--- config.mk ---
export PLATFORM = sky130hd
export DESIGN_NAME = promoting_hash_cache_top
export DESIGN_NICKNAME = d
export VERILOG_FILES = /design/src/phc_pkg.sv /design/src/phc_mem.sv /design/src/promoting_hash_cache_top.sv
export VERILOG_INCLUDE_DIRS = /design/src /design/src/src
export SDC_FILE = /design/constraint.sdc
export NUM_CORES = 1
export LEC_CHECK = 0
export BUFFER_PORTS_ARGS = -buffer_cell sky130_fd_sc_hd__buf_4
export CAP_MARGIN = 15
export CORE_ASPECT_RATIO = 1.75
export CORE_UTILIZATION = 60
export DETAILED_ROUTE_END_ITERATION = 16
export MAX_ROUTING_LAYER = met4
export PLACE_DENSITY = 0.89
export SLEW_MARGIN = 15
export SYNTH_ARGS = -nofsm -noshare
export SYNTH_HDL_FRONTEND = slang
export SYNTH_SLANG_ARGS = --single-unit
export TNS_END_PERCENT = 1
--- constraint.sdc ---
create_clock -name clk -period 6.3 [get_ports clk]
set_clock_uncertainty 0.2 [all_clocks]
set_input_delay 0.945 -clock clk [delete_from_list [all_inputs] [get_ports clk]]
set_output_delay 0.945 -clock clk [all_outputs]
set_load 0.02 [all_outputs]
--- src/promoting_hash_cache_top_defines.svh ---
// Assertion macros shared by the promoting hash cache RTL.
// Included by files that carry concurrent checks; no other dependencies.
`ifndef PROMOTING_HASH_CACHE_TOP_DEFINES_SVH
`define PROMOTING_HASH_CACHE_TOP_DEFINES_SVH

// Same-cycle implication, checks off while in reset
`define PHC_ASSERT_IMPL(label, clk, rst_n, ante, cons, msg) \
    label: assert property (@(posedge clk) disable iff (!rst_n) (ante) |-> (cons)) \
        else $error(msg);

// Next-cycle implication, checks off while in reset
`define PHC_ASSERT_NEXT(label, clk, rst_n, ante, cons, msg) \
    label: assert property (@(posedge clk) disable iff (!rst_n) (ante) |=> (cons)) \
        else $error(msg);

`endif

--- src/phc_pkg.sv ---
// Shared types and constants for the promoting hash cache.
// No dependencies; used by phc_mem and promoting_hash_cache_top.
`default_nettype none

package phc_pkg;

    // Default geometry
    localparam int DEF_ENTRIES      = 8;
    localparam int DEF_KEY_BITS     = 32;
    localparam int DEF_PAYLOAD_BITS = 16;

    // Victim pick field width (fixed by the command format)
    localparam int PICK_BITS = 2;

    // Command codes
    localparam logic ACT_LOOKUP = 1'b0;
    localparam logic ACT_INSERT = 1'b1;

    // Sequencer states
    typedef enum logic [2:0] {
        ST_IDLE,
        ST_SCAN,
        ST_SWAP_A,
        ST_SWAP_B,
        ST_INS
    } phc_state_t;

endpackage

`default_nettype wire

--- src/phc_mem.sv ---
// Entry storage for the promoting hash cache: one write port, one read port.
// Read data is registered; depends on phc_pkg for default geometry only.
`default_nettype none

module phc_mem #(
    parameter int DEPTH = phc_pkg::DEF_ENTRIES,
    parameter int WIDTH = phc_pkg::DEF_KEY_BITS + phc_pkg::DEF_PAYLOAD_BITS,
    parameter int AW    = $clog2(DEPTH)
) (
    input  wire logic             clk,
    input  wire logic             we,
    input  wire logic [AW-1:0]    waddr,
    input  wire logic [WIDTH-1:0] wdata,
    input  wire logic             re,
    input  wire logic [AW-1:0]    raddr,
    output logic      [WIDTH-1:0] rdata
);

    logic [WIDTH-1:0] mem_reg [DEPTH];
    logic [WIDTH-1:0] rdata_reg;

    // Write port
    always_ff @(posedge clk)
    begin
        if (we)
        begin
            mem_reg[waddr] <= wdata;
        end
    end

    // Registered read port, holds when not enabled
    always_ff @(posedge clk)
    begin
        if (re)
        begin
            rdata_reg <= mem_reg[raddr];
        end
    end

    assign rdata = rdata_reg;

endmodule

`default_nettype wire

--- src/promoting_hash_cache_top.sv ---
// Promoting hash cache: fully associative key/payload cache with
// promotion on hit (slot i moves to slot i/2) and replacement in the bottom half chosen by victim_pick.
// Depends on phc_pkg, phc_mem and promoting_hash_cache_top_defines.svh.
//
// Usage:
//   Command channel: a beat is taken at a clock edge with start high and busy
//   low. action selects lookup or insert; key, payload, payload_nonempty and
//   victim_pick go with it. busy stays high until the command is done.
//   Result channel: done pulses for one cycle with hit, payload_out, slot and
//   written valid in that cycle. The receiver cannot stall it; busy is already
//   low in the done cycle, so the next command may be issued then.
//   States visited per command, from the accepting edge to done:
//     lookup hit at slot 0      : SCAN
//     lookup hit at slot i > 0  : SCAN up to slot i, then swap via SWAP_A and SWAP_B
//     lookup miss               : SCAN over all ENTRIES slots
//     insert (stored or dropped): INS
//   The scan reads one entry per cycle through the single read port of the
//   entry memory; the swap uses its single write port twice.
//   Reset clears all valid bits and the sequencer; entry memory needs no clear.
`default_nettype none
`include "promoting_hash_cache_top_defines.svh"

module promoting_hash_cache_top #(
    parameter int ENTRIES      = phc_pkg::DEF_ENTRIES,
    parameter int KEY_BITS     = phc_pkg::DEF_KEY_BITS,
    parameter int PAYLOAD_BITS = phc_pkg::DEF_PAYLOAD_BITS
) (
    input  wire logic                          clk,
    input  wire logic                          rst_n,
    input  wire logic                          start,
    output logic                               busy,
    input  wire logic                          action,
    input  wire logic [KEY_BITS-1:0]           key,
    input  wire logic [PAYLOAD_BITS-1:0]       payload,
    input  wire logic                          payload_nonempty,
    input  wire logic [phc_pkg::PICK_BITS-1:0] victim_pick,
    output logic                               done,
    output logic                               hit,
    output logic      [PAYLOAD_BITS-1:0]       payload_out,
    output logic      [$clog2(ENTRIES)-1:0]    slot,
    output logic                               written
);

    localparam int IDX_W    = $clog2(ENTRIES);
    localparam int HALF     = ENTRIES / 2;
    localparam int DW       = KEY_BITS + PAYLOAD_BITS;
    localparam int PICK_MAX = (1 << phc_pkg::PICK_BITS) - 1;

    // Reduce the victim pick into the bottom half and map to a slot
    function automatic logic [IDX_W-1:0] victim_slot(
        input logic [phc_pkg::PICK_BITS-1:0] pick
    );
        logic [phc_pkg::PICK_BITS-1:0] p;
        p = pick;
        for (int n = 0; n < PICK_MAX; n++)
        begin
            if (int'(p) >= HALF)
            begin
                p = p - phc_pkg::PICK_BITS'(HALF);
            end
        end
        return IDX_W'(ENTRIES - 1) - IDX_W'(p);
    endfunction

    phc_pkg::phc_state_t state_reg, state_next;

    logic [ENTRIES-1:0]            valid_reg, valid_next;
    logic [KEY_BITS-1:0]           key_reg, key_next;
    logic [PAYLOAD_BITS-1:0]       payload_reg, payload_next;
    logic                          nonempty_reg, nonempty_next;
    logic [phc_pkg::PICK_BITS-1:0] pick_reg, pick_next;
    logic [IDX_W-1:0]              cmp_idx_reg, cmp_idx_next;
    logic [IDX_W-1:0]              hit_idx_reg, hit_idx_next;
    logic [PAYLOAD_BITS-1:0]       hit_pay_reg, hit_pay_next;

    logic                          done_reg, done_next;
    logic                          hit_reg, hit_next;
    logic [PAYLOAD_BITS-1:0]       pay_out_reg, pay_out_next;
    logic [IDX_W-1:0]              slot_reg, slot_next;
    logic                          written_reg, written_next;

    // Memory port signals
    logic             mem_we;
    logic [IDX_W-1:0] mem_waddr;
    logic [DW-1:0]    mem_wdata;
    logic             mem_re;
    logic [IDX_W-1:0] mem_raddr;
    logic [DW-1:0]    mem_rdata;

    logic [KEY_BITS-1:0]     rd_key;
    logic [PAYLOAD_BITS-1:0] rd_pay;
    logic                    match;
    logic [IDX_W-1:0]        dest_idx;
    logic [IDX_W-1:0]        ins_idx;

    phc_mem #(
        .DEPTH (ENTRIES),
        .WIDTH (DW),
        .AW    (IDX_W)
    ) u_mem (
        .clk   (clk),
        .we    (mem_we),
        .waddr (mem_waddr),
        .wdata (mem_wdata),
        .re    (mem_re),
        .raddr (mem_raddr),
        .rdata (mem_rdata)
    );

    // Split read entry and compare against the searched key
    assign rd_key   = mem_rdata[DW-1:PAYLOAD_BITS];
    assign rd_pay   = mem_rdata[PAYLOAD_BITS-1:0];
    assign match    = valid_reg[cmp_idx_reg] && (rd_key == key_reg);
    assign dest_idx = hit_idx_reg >> 1;
    assign ins_idx  = victim_slot(pick_reg);

    // Control state
    always_ff @(posedge clk or negedge rst_n)
    begin
        if (!rst_n)
        begin
            state_reg <= phc_pkg::ST_IDLE;
            valid_reg <= '0;
            done_reg  <= 1'b0;
        end
        else
        begin
            state_reg <= state_next;
            valid_reg <= valid_next;
            done_reg  <= done_next;
        end
    end

    // Datapath and result registers
    always_ff @(posedge clk)
    begin
        key_reg      <= key_next;
        payload_reg  <= payload_next;
        nonempty_reg <= nonempty_next;
        pick_reg     <= pick_next;
        cmp_idx_reg  <= cmp_idx_next;
        hit_idx_reg  <= hit_idx_next;
        hit_pay_reg  <= hit_pay_next;
        hit_reg      <= hit_next;
        pay_out_reg  <= pay_out_next;
        slot_reg     <= slot_next;
        written_reg  <= written_next;
    end

    // Sequencer: next state, memory control, results
    always_comb
    begin
        state_next    = state_reg;
        valid_next    = valid_reg;
        key_next      = key_reg;
        payload_next  = payload_reg;
        nonempty_next = nonempty_reg;
        pick_next     = pick_reg;
        cmp_idx_next  = cmp_idx_reg;
        hit_idx_next  = hit_idx_reg;
        hit_pay_next  = hit_pay_reg;
        done_next     = 1'b0;
        hit_next      = hit_reg;
        pay_out_next  = pay_out_reg;
        slot_next     = slot_reg;
        written_next  = written_reg;
        mem_we        = 1'b0;
        mem_waddr     = '0;
        mem_wdata     = '0;
        mem_re        = 1'b0;
        mem_raddr     = '0;

        case (state_reg)
            phc_pkg::ST_IDLE:
            begin
                if (start)
                begin
                    key_next      = key;
                    payload_next  = payload;
                    nonempty_next = payload_nonempty;
                    pick_next     = victim_pick;
                    if (action == phc_pkg::ACT_LOOKUP)
                    begin
                        // fetch slot 0
                        mem_re       = 1'b1;
                        mem_raddr    = '0;
                        cmp_idx_next = '0;
                        state_next   = phc_pkg::ST_SCAN;
                    end
                    else
                    begin
                        state_next = phc_pkg::ST_INS;
                    end
                end
            end

            phc_pkg::ST_SCAN:
            begin
                if (match)
                begin
                    hit_idx_next = cmp_idx_reg;
                    hit_pay_next = rd_pay;
                    if (cmp_idx_reg == '0)
                    begin
                        // front entry: nothing moves
                        done_next    = 1'b1;
                        hit_next     = 1'b1;
                        pay_out_next = rd_pay;
                        slot_next    = '0;
                        written_next = 1'b0;
                        state_next   = phc_pkg::ST_IDLE;
                    end
                    else
                    begin
                        // fetch the entry being displaced
                        mem_re     = 1'b1;
                        mem_raddr  = cmp_idx_reg >> 1;
                        state_next = phc_pkg::ST_SWAP_A;
                    end
                end
                else if (cmp_idx_reg == IDX_W'(ENTRIES - 1))
                begin
                    // miss
                    done_next    = 1'b1;
                    hit_next     = 1'b0;
                    pay_out_next = '0;
                    slot_next    = '0;
                    written_next = 1'b0;
                    state_next   = phc_pkg::ST_IDLE;
                end
                else
                begin
                    mem_re       = 1'b1;
                    mem_raddr    = cmp_idx_reg + 1'b1;
                    cmp_idx_next = cmp_idx_reg + 1'b1;
                end
            end

            phc_pkg::ST_SWAP_A:
            begin
                // displaced entry moves down to the hit slot
                mem_we     = 1'b1;
                mem_waddr  = hit_idx_reg;
                mem_wdata  = mem_rdata;
                state_next = phc_pkg::ST_SWAP_B;
            end

            phc_pkg::ST_SWAP_B:
            begin
                // hit entry moves up; valid bits trade places
                mem_we               = 1'b1;
                mem_waddr            = dest_idx;
                mem_wdata            = {key_reg, hit_pay_reg};
                valid_next[dest_idx] = 1'b1;
                valid_next[hit_idx_reg] = valid_reg[dest_idx];
                done_next            = 1'b1;
                hit_next             = 1'b1;
                pay_out_next         = hit_pay_reg;
                slot_next            = dest_idx;
                written_next         = 1'b0;
                state_next           = phc_pkg::ST_IDLE;
            end

            phc_pkg::ST_INS:
            begin
                done_next    = 1'b1;
                hit_next     = 1'b0;
                pay_out_next = '0;
                if (nonempty_reg)
                begin
                    mem_we              = 1'b1;
                    mem_waddr           = ins_idx;
                    mem_wdata           = {key_reg, payload_reg};
                    valid_next[ins_idx] = 1'b1;
                    slot_next           = ins_idx;
                    written_next        = 1'b1;
                end
                else
                begin
                    slot_next    = '0;
                    written_next = 1'b0;
                end
                state_next = phc_pkg::ST_IDLE;
            end

            default:
            begin
                state_next = phc_pkg::ST_IDLE;
            end
        endcase
    end

    assign busy        = (state_reg != phc_pkg::ST_IDLE);
    assign done        = done_reg;
    assign hit         = hit_reg;
    assign payload_out = pay_out_reg;
    assign slot        = slot_reg;
    assign written     = written_reg;

    // Checks
    `PHC_ASSERT_NEXT(a_accept_busy, clk, rst_n, start && !busy, busy, "accepted beat did not raise busy")
    `PHC_ASSERT_IMPL(a_hit_xor_wr, clk, rst_n, done, !(hit && written), "hit and written together")
    `PHC_ASSERT_IMPL(a_scan_no_wr, clk, rst_n, state_reg == phc_pkg::ST_SCAN, !mem_we, "memory written during scan")
    `PHC_ASSERT_IMPL(a_ins_bottom, clk, rst_n, done && written, slot >= IDX_W'(HALF), "insert outside bottom half")

endmodule

`default_nettype wire
==> results of run 1 <==
cells in the mapped netlist, drive strengths merged, types with 2 or more instances:
cell type    n
o221ai      47
mux2i        7
clkbuf      33
nor3        10
mux2         3
a31oi        2
a221o        2
nor2b        2
nand2       16
and3         3
inv         29
or2          2
ha           3
o21ai        7
edfxtp     526
o32a         2
a21o         2
or3          4
xor2        32
a22oi       48
nand3        4
nand2b      10
a211o       47
buf         62
nand4        4
o211ai       2
nor2        27
nor4        10
dfrtp       12
a21oi       16
a222oi      16
a211oi     143
a221oi      48
a22o        48
per-layer routing:
| metal | global-route usage | vias up | wire length, µm |
|---|---|---|---|
| met5 | - | - | 0 |
| met4 | 0.180 | 0 | 3280 |
| met3 | 0.0419 | 228 | 4280 |
| met2 | 0.501 | 951 | 26800 |
| met1 | 0.342 | 6427 | 17300 |
| li1 | - | 5356 | - |
metrics by stage:
stage,utilization,hold slack (ns)
5_1_grt,0.679,0.0268
4_1_cts,0.679,0.0177
6_report,0.679,0.0262
2_1_floorplan,-,0.250
3_5_place_dp,0.636,0.263
3_3_place_gp,0.636,0.261
cell usage in the layout, fill, tap and decap left out, drive strengths merged, types with 2 or more instances in the layout:
cell type,count
clkinv,19
nand2,16
or2,2
a22oi,48
a31oi,2
a221oi,48
o221ai,47
dfrtp,12
inv,31
mux2,3
ha,3
nand4,4
nand2b,10
nor3,10
a222oi,16
edfxtp,526
bufinv,6
a21oi,16
o211ai,2
nor2,27
a221o,2
a22o,48
or3,4
o32a,2
clkbuf,55
nand3,4
xor2,32
a211oi,143
buf,106
mux2i,7
and3,3
nor2b,2
o21ai,7
a21o,2
a211o,47
nor4,10
power by group through the flow:
stage                     Clock [mW]  Sequential, mW  Combinational [mW]
after floorplan                    0            4.67                1.77
after global placement             0            4.71                2.38
after detailed placement           0            4.72                2.49
after CTS                       2.88            4.66                2.54
after global routing            3.01            4.69                2.71
final                           2.86            4.66                2.59
worst min path at each step:
stage	end	slack, ns	depth (start not counted)
after global placement	hit_pay_reg[13]	0.26	0
after detailed placement	hit_pay_reg[15]	0.26	0
after floorplan	hit_pay_reg[0]	0.25	0
final	valid_reg[1]	0.03	1
after CTS	valid_reg[1]	0.02	1
after global routing	valid_reg[1]	0.03	1
kinds of logic (layout without fill, tap and decap cells):
| group | Yosys count | count (layout) | synth area share |
|---|---|---|---|
| XOR/XNOR | 32 | 32 | 0.0131 |
| buffers and inverters | 125 | 218 | 0.0287 |
| AND/OR/NAND/NOR | 95 | 95 | 0.0238 |
| multiplexers | 11 | 11 | 0.00609 |
| AO/OA/AOI/OAI | 435 | 435 | 0.173 |
| flip-flops | 538 | 538 | 0.754 |
| adder cells (fa/ha/maj) | 3 | 3 | 0.00176 |
final cells by class:
| type | count | area [µm²] |
|---|---|---|
| Tap cell | 465 | 582 |
| Clock buffer | 55 | 1210 |
| Timing Repair Buffer | 106 | 853 |
| Fill cell | 2106 | 11300 |
| Inverter | 30 | 113 |
| Clock inverter | 27 | 294 |
| Sequential cell | 538 | 16100 |
| Multi-Input combinational cell | 576 | 4750 |
==> out/metrics.yaml, run 1 <==
run_status: "complete, no violations"
cell_family_contributing_the_most_delay_on_the_critical_path: "simple AND/OR/NAND/NOR gates"
cp_slowest_stage_delay_ns: 0.82
power_per_cell_area_nw_per_um2: 423
hold_path.class: "in -> async"
tritoncts: "built"
critPathSlowestCell: "nor4_1"
power.sequential.fraction: 0.461
worstReg2RegStart: "u_mem.rdata[43]"
synth.largest_area_cell: "edfxtp_1"
dieWidth_um: 145
portion_of_total_power_attributed_to_combinational_logic: 0.256
final.period_utilization: 0.785
track_usage: 0.301
layout.nets: 1355
finalSetupViolCount: 0
clock_tree.root_cell: "clkbuf_16"
ys_seq_elements: 538
number_of_max_slew_violations_in_the_final_report: 0
grt_first_pass_wirelength_mm: 77.4
power.share.switching: 0.317
post_cts_setup_repair_buffer_count: 0
post_synth_edffs: 526
synthesis.area_um2: 21400
p_int_mw: 6.91
achievable-frequency_ghz: 0.202
hpwl_reported_at_the_end_of_detailed_placement_mm: 27.8
tritoncts.num_buffers: 45
yosys.area.top_type_share: 0.740
worstReg2RegEnd: "u_mem.rdata[12]"
layout_setup_ws_ns: 1.35
synth_area_leaders: "edfxtp_1 74%, a211oi_1 3.9%, a221oi_1 2.0%, a22o_1 2.0%, a211oi_2 1.9%"
grt-ovfl-total: 0
reg2regPathDepth: 10
cts_hold_repair.buffers: 0
p_clk_frac: 0.283
worstPathCellList: "xor2_1, nor4_1, nand4_1, nor3_2, buf_4, nor4_2, a31oi_4, buf_12, o221ai_1, a211oi_1"
total_stage_count_of_the_critical_path: 10
core.rowCount: 91
place.port_buffers: 77
first_iter_violations: 1432
cap_viol_max_count: 0
gp_routability_congestion: 0.857
endpoint_class_of_the_critical_path: "flip-flop"
synth_sequential_area_ratio: 0.754
timing.critical_path.fanout_max: 70
routed_wirelength_mm: 51.6
first_global_vias: 13193
final_layout_size_suffix_gt1_frac: 0.179
worstPathBufferInverterCount: 2
ir_drop_mv: 0.253
fin_tns_setup_ns: 0
ff2ff_setup_slack_ns: 1.35
tritoncts_num_sinks: 538
unrepaired_setup_endpoints_after_global_routing: "false"
core-area_um2: 35200
place_ws_ns: 1.54
diodes: 0
leakage_nw: 8.33
startpoint_type_of_the_worst_setup_path: "flip-flop"
max_slew_margin: 0.210
final-instance-count-excl-fill: 1797
detail_route.wl_per_cell_um: 28.7
largest_reg_flops: 384
cts_buffer_depth: 3
yosys_warnings: 0
synthesis.instances: 1239
cp_data_arrival_time_ns: 5.11
route.detailed.vias_per_inst: 7.21
netlist-cell-type-count: 56
grt_max_degree: 93
final-hold-violation-count: 0
cts_repair_resize_count: 0
areaGrowthSynthToFinish_pct: 11.9
critical_path_class: "reg -> reg"
syn_avg_cell_area_um2: 17.2
dpl_cell_area_um2: 22400
chipHeight_um: 252
detail-route-antenna-nets: 0
design.portCount: 78
initial_utilization: 0.607
dp_cells: 1714
clk_pin_slew_ns: 0.07
power_mw: 10.1
tightest_slew_ns: 1.18
netSwitchingPower_mw: 3.21
critPathLaunch: "u_mem.rdata[43]"
drt_drc_violations_left: 0
post-route-cell-area_um2: 23900
drtPass1Iterations: 6
clk_latency_ns: 0.57
cp-endpoint: "u_mem.rdata[12]"
ctsHtreeMaxLevel: 2
synthesis.nets: 1297
vias: 12962
finalWorstPathRequiredPeriod_ns: 4.95
area_enclosed_by_the_die_boundary_um2: 36400
required_ns: 6.46
grt_antenna_before_repair: 0
synth-async-reset-ratio: 0.0223
synthFlopType: "edfxtp_1"
Note: power is estimated with default switching activity, not from simulation.
==> inputs of run 2 (changes only) <==
==> constraint.sdc (replaced) <==
create_clock -name clk -period 4.8 [get_ports clk]
set_clock_uncertainty 0.2 [all_clocks]
set_input_delay 0.72 -clock clk [delete_from_list [all_inputs] [get_ports clk]]
set_output_delay 0.72 -clock clk [all_outputs]
set_load 0.02 [all_outputs]
==> run 2 against run 1 <==
Total power rose by 30%. Hold slack gained 0.092 ns. Sequential cell count did not move. Via count is 0.39% lower. Largest cell class unchanged. Worst setup slack worse by 0.50 ns. Critical endpoint is now u_mem.rdata[6]. Count of clock-buffer cells in the layout shrank 3. Sequential share of layout area shrank 0.22 points. Combinational power increased by 32%. Register-to-register slack got worse by 0.50 ns.
==> out/metrics.yaml, run 2 (same netlist as run 1, synthesis figures left out) <==
run_status: "complete, no violations"
diodes: 0  # unchanged
endpoint_class_of_the_critical_path: "flip-flop"
cp_slowest_stage_delay_ns: 0.71  # -0.11 ns
tritoncts_num_sinks: 538  # unchanged
core.rowCount: 91  # unchanged
final-hold-violation-count: 0  # unchanged
place.port_buffers: 77  # unchanged
cell_type_with_the_highest_occurrence_count_on_the_critical_path: "buf_4"
final_cell_mix: "526 x edfxtp_1, 110 x a211oi_1, 97 x buf_4"
final.period_utilization: 0.822  # +0.0365
dpl_cell_area_um2: 22600  # +0.79%
grt_antenna_before_repair: 0  # unchanged
critPathSlowestCell: "nor4_1"
finalWorstPathRequiredPeriod_ns: 3.94  # -1.00 ns
first_global_vias: 12894  # -2.3%
drt_drc_violations_left: 0  # unchanged
gp_routability_congestion: 0.888  # +3.6%
vias: 12911  # -0.39%
layout.core_utilization: 0.682  # +0.00228
critical_path_class: "reg -> reg"
detail_route.wl_per_cell_um: 28.0  # -2.5%
timing.critical_path.fanout_max: 38  # -46%
route.detailed.vias_per_inst: 7.19  # -0.28%
grt_first_pass_wirelength_mm: 75.7  # -2.3%
number_of_max_slew_violations_in_the_final_report: 0  # unchanged
grt-ovfl-total: 0  # unchanged
hold_path.class: "in -> reg"
first_iter_violations: 1537  # +7.3%
layout.nets: 1361  # +0.44%
clk_pin_slew_ns: 0.07  # about the same
detail-route-antenna-nets: 0  # unchanged
power_per_cell_area_nw_per_um2: 547  # +29%
timing.hold.worst.start: "payload_nonempty"
initial_utilization: 0.607  # unchanged
layout_commonest_cell: "edfxtp_1"
reg2regPathDepth: 9  # -1
worstReg2RegEnd: "u_mem.rdata[6]"
drtPass1Iterations: 8  # +2
cts_buffer_depth: 3  # unchanged
tritoncts: "built"
ctsHtreeMaxLevel: 2  # unchanged
clock_tree.root_cell: "clkbuf_16"
final_layout_size_suffix_gt1_frac: 0.180  # +0.00102
achievable-frequency_ghz: 0.254  # +25%
leakage_nw: 8.33  # about the same
chipHeight_um: 252  # unchanged
worstReg2RegStart: "key_reg[9]"
dieWidth_um: 145  # unchanged
finalSetupViolCount: 0  # unchanged
final-instance-count-excl-fill: 1795  # -0.11%
tritoncts.num_buffers: 45  # unchanged
cap_viol_max_count: 0  # unchanged
power_mw: 13.1  # +30%
unrepaired_setup_endpoints_after_global_routing: "false"
critPathLaunch: "key_reg[9]"
design.portCount: 78  # unchanged
hpwl_reported_at_the_end_of_detailed_placement_mm: 26.9  # -3.2%
place_ws_ns: 0.943  # -0.599 ns
cp-endpoint: "u_mem.rdata[6]"
dp_cells: 1720  # +0.35%
routed_wirelength_mm: 50.3  # -2.6%
ir_drop_mv: 0.415  # +64%
required_ns: 4.98  # -1.48 ns
ff2ff_setup_slack_ns: 0.86  # -0.50 ns
area_enclosed_by_the_die_boundary_um2: 36400  # unchanged
grt_max_degree: 96  # +3.2%
cp_data_arrival_time_ns: 4.13  # -0.98 ns
areaGrowthSynthToFinish_pct: 12.3
layout_setup_ws_ns: 0.856  # -0.497 ns
post-route-cell-area_um2: 24000  # +0.34%
core-area_um2: 35200  # unchanged
startpoint_type_of_the_worst_setup_path: "flip-flop"
max_slew_margin: 0.267  # +0.0577
track_usage: 0.294  # -0.00693
clk_latency_ns: 0.58  # about the same
tightest_slew_ns: 1.10  # -0.0817 ns
worstPathCellList: "xor2_1, nor4_1, nand4_1, buf_4, or3_4, o211ai_1, buf_4, o221ai_1, a211oi_1"
largest_reg_flops: 384  # unchanged
-- run 2: cell types whose count changed in the layout (fill, tap and decap cells not counted), moves of 2 or more --
cell / previous run / this run
buf_12: 4 / 14
clkinv_1: 11 / 8
bufinv_16: 6 / 4
clkbuf_8: 3 / 0
clkinvlp_4: 1 / 4
buf_4: 101 / 97
clkinv_2: 7 / 4
-- run 2: worst min-delay path by stage --
| stage | to | slack (ns) | cells after the start |
|---|---|---|---|
| finish | nonempty_reg | 0.12 | 1 |
| global route | key_reg[6] | 0.1 | 1 |
| CTS | nonempty_reg | 0.10 | 1 |
| detailed placement | hit_pay_reg[14] | 0.27 | 0 |
| global placement | hit_pay_reg[2] | 0.26 | 0 |
| floorplan | done | 0.22 | 0 |
-- run 2: metal layers --
metal,GRT usage,share of wire
met2,0.480,0.52
met4,0.173,0.056
met1,0.344,0.34
met3,0.0429,0.093
met5,-,0
-- run 2: power breakdown --
part           internal, mW  switching (mW)
registers              5.80           0.329
logic                  1.17            2.24
clock network          1.99            1.59
-- run 2: layout make-up --
type | instances | area (µm²)
flip-flops and latches | 538 | 16100
fillers | 2073 | 11200
multi-input cells | 576 | 4760
clock buffers | 52 | 1190
repair buffers | 112 | 1020
well taps | 465 | 582
clock inverters | 22 | 223
inverters | 30 | 113
-- run 2: through the flow --
stage	hold WS (ns)	setup TNS [ns]
2_1_floorplan	0.224	-31.64
3_3_place_gp	0.256	0
3_5_place_dp	0.265	0
4_1_cts	0.102	0
5_1_grt	0.0984	0
6_report	0.118	0
-- run 2: critical path, delay by kind of cell, from the launching register on --
family / cells / cell delay (ns)
flops: 1 / 0.42
xor+xnor: 1 / 0.22
compound gates: 3 / 0.78
simple gates: 3 / 1.33
buf+inv: 2 / 0.78
-- run 2: repair_timing --
action,4_1_cts,5_1_grt
hold endpoints to repair,12,0
hold buffers,1,0
setup buffers,0,0
resized for setup,0,0
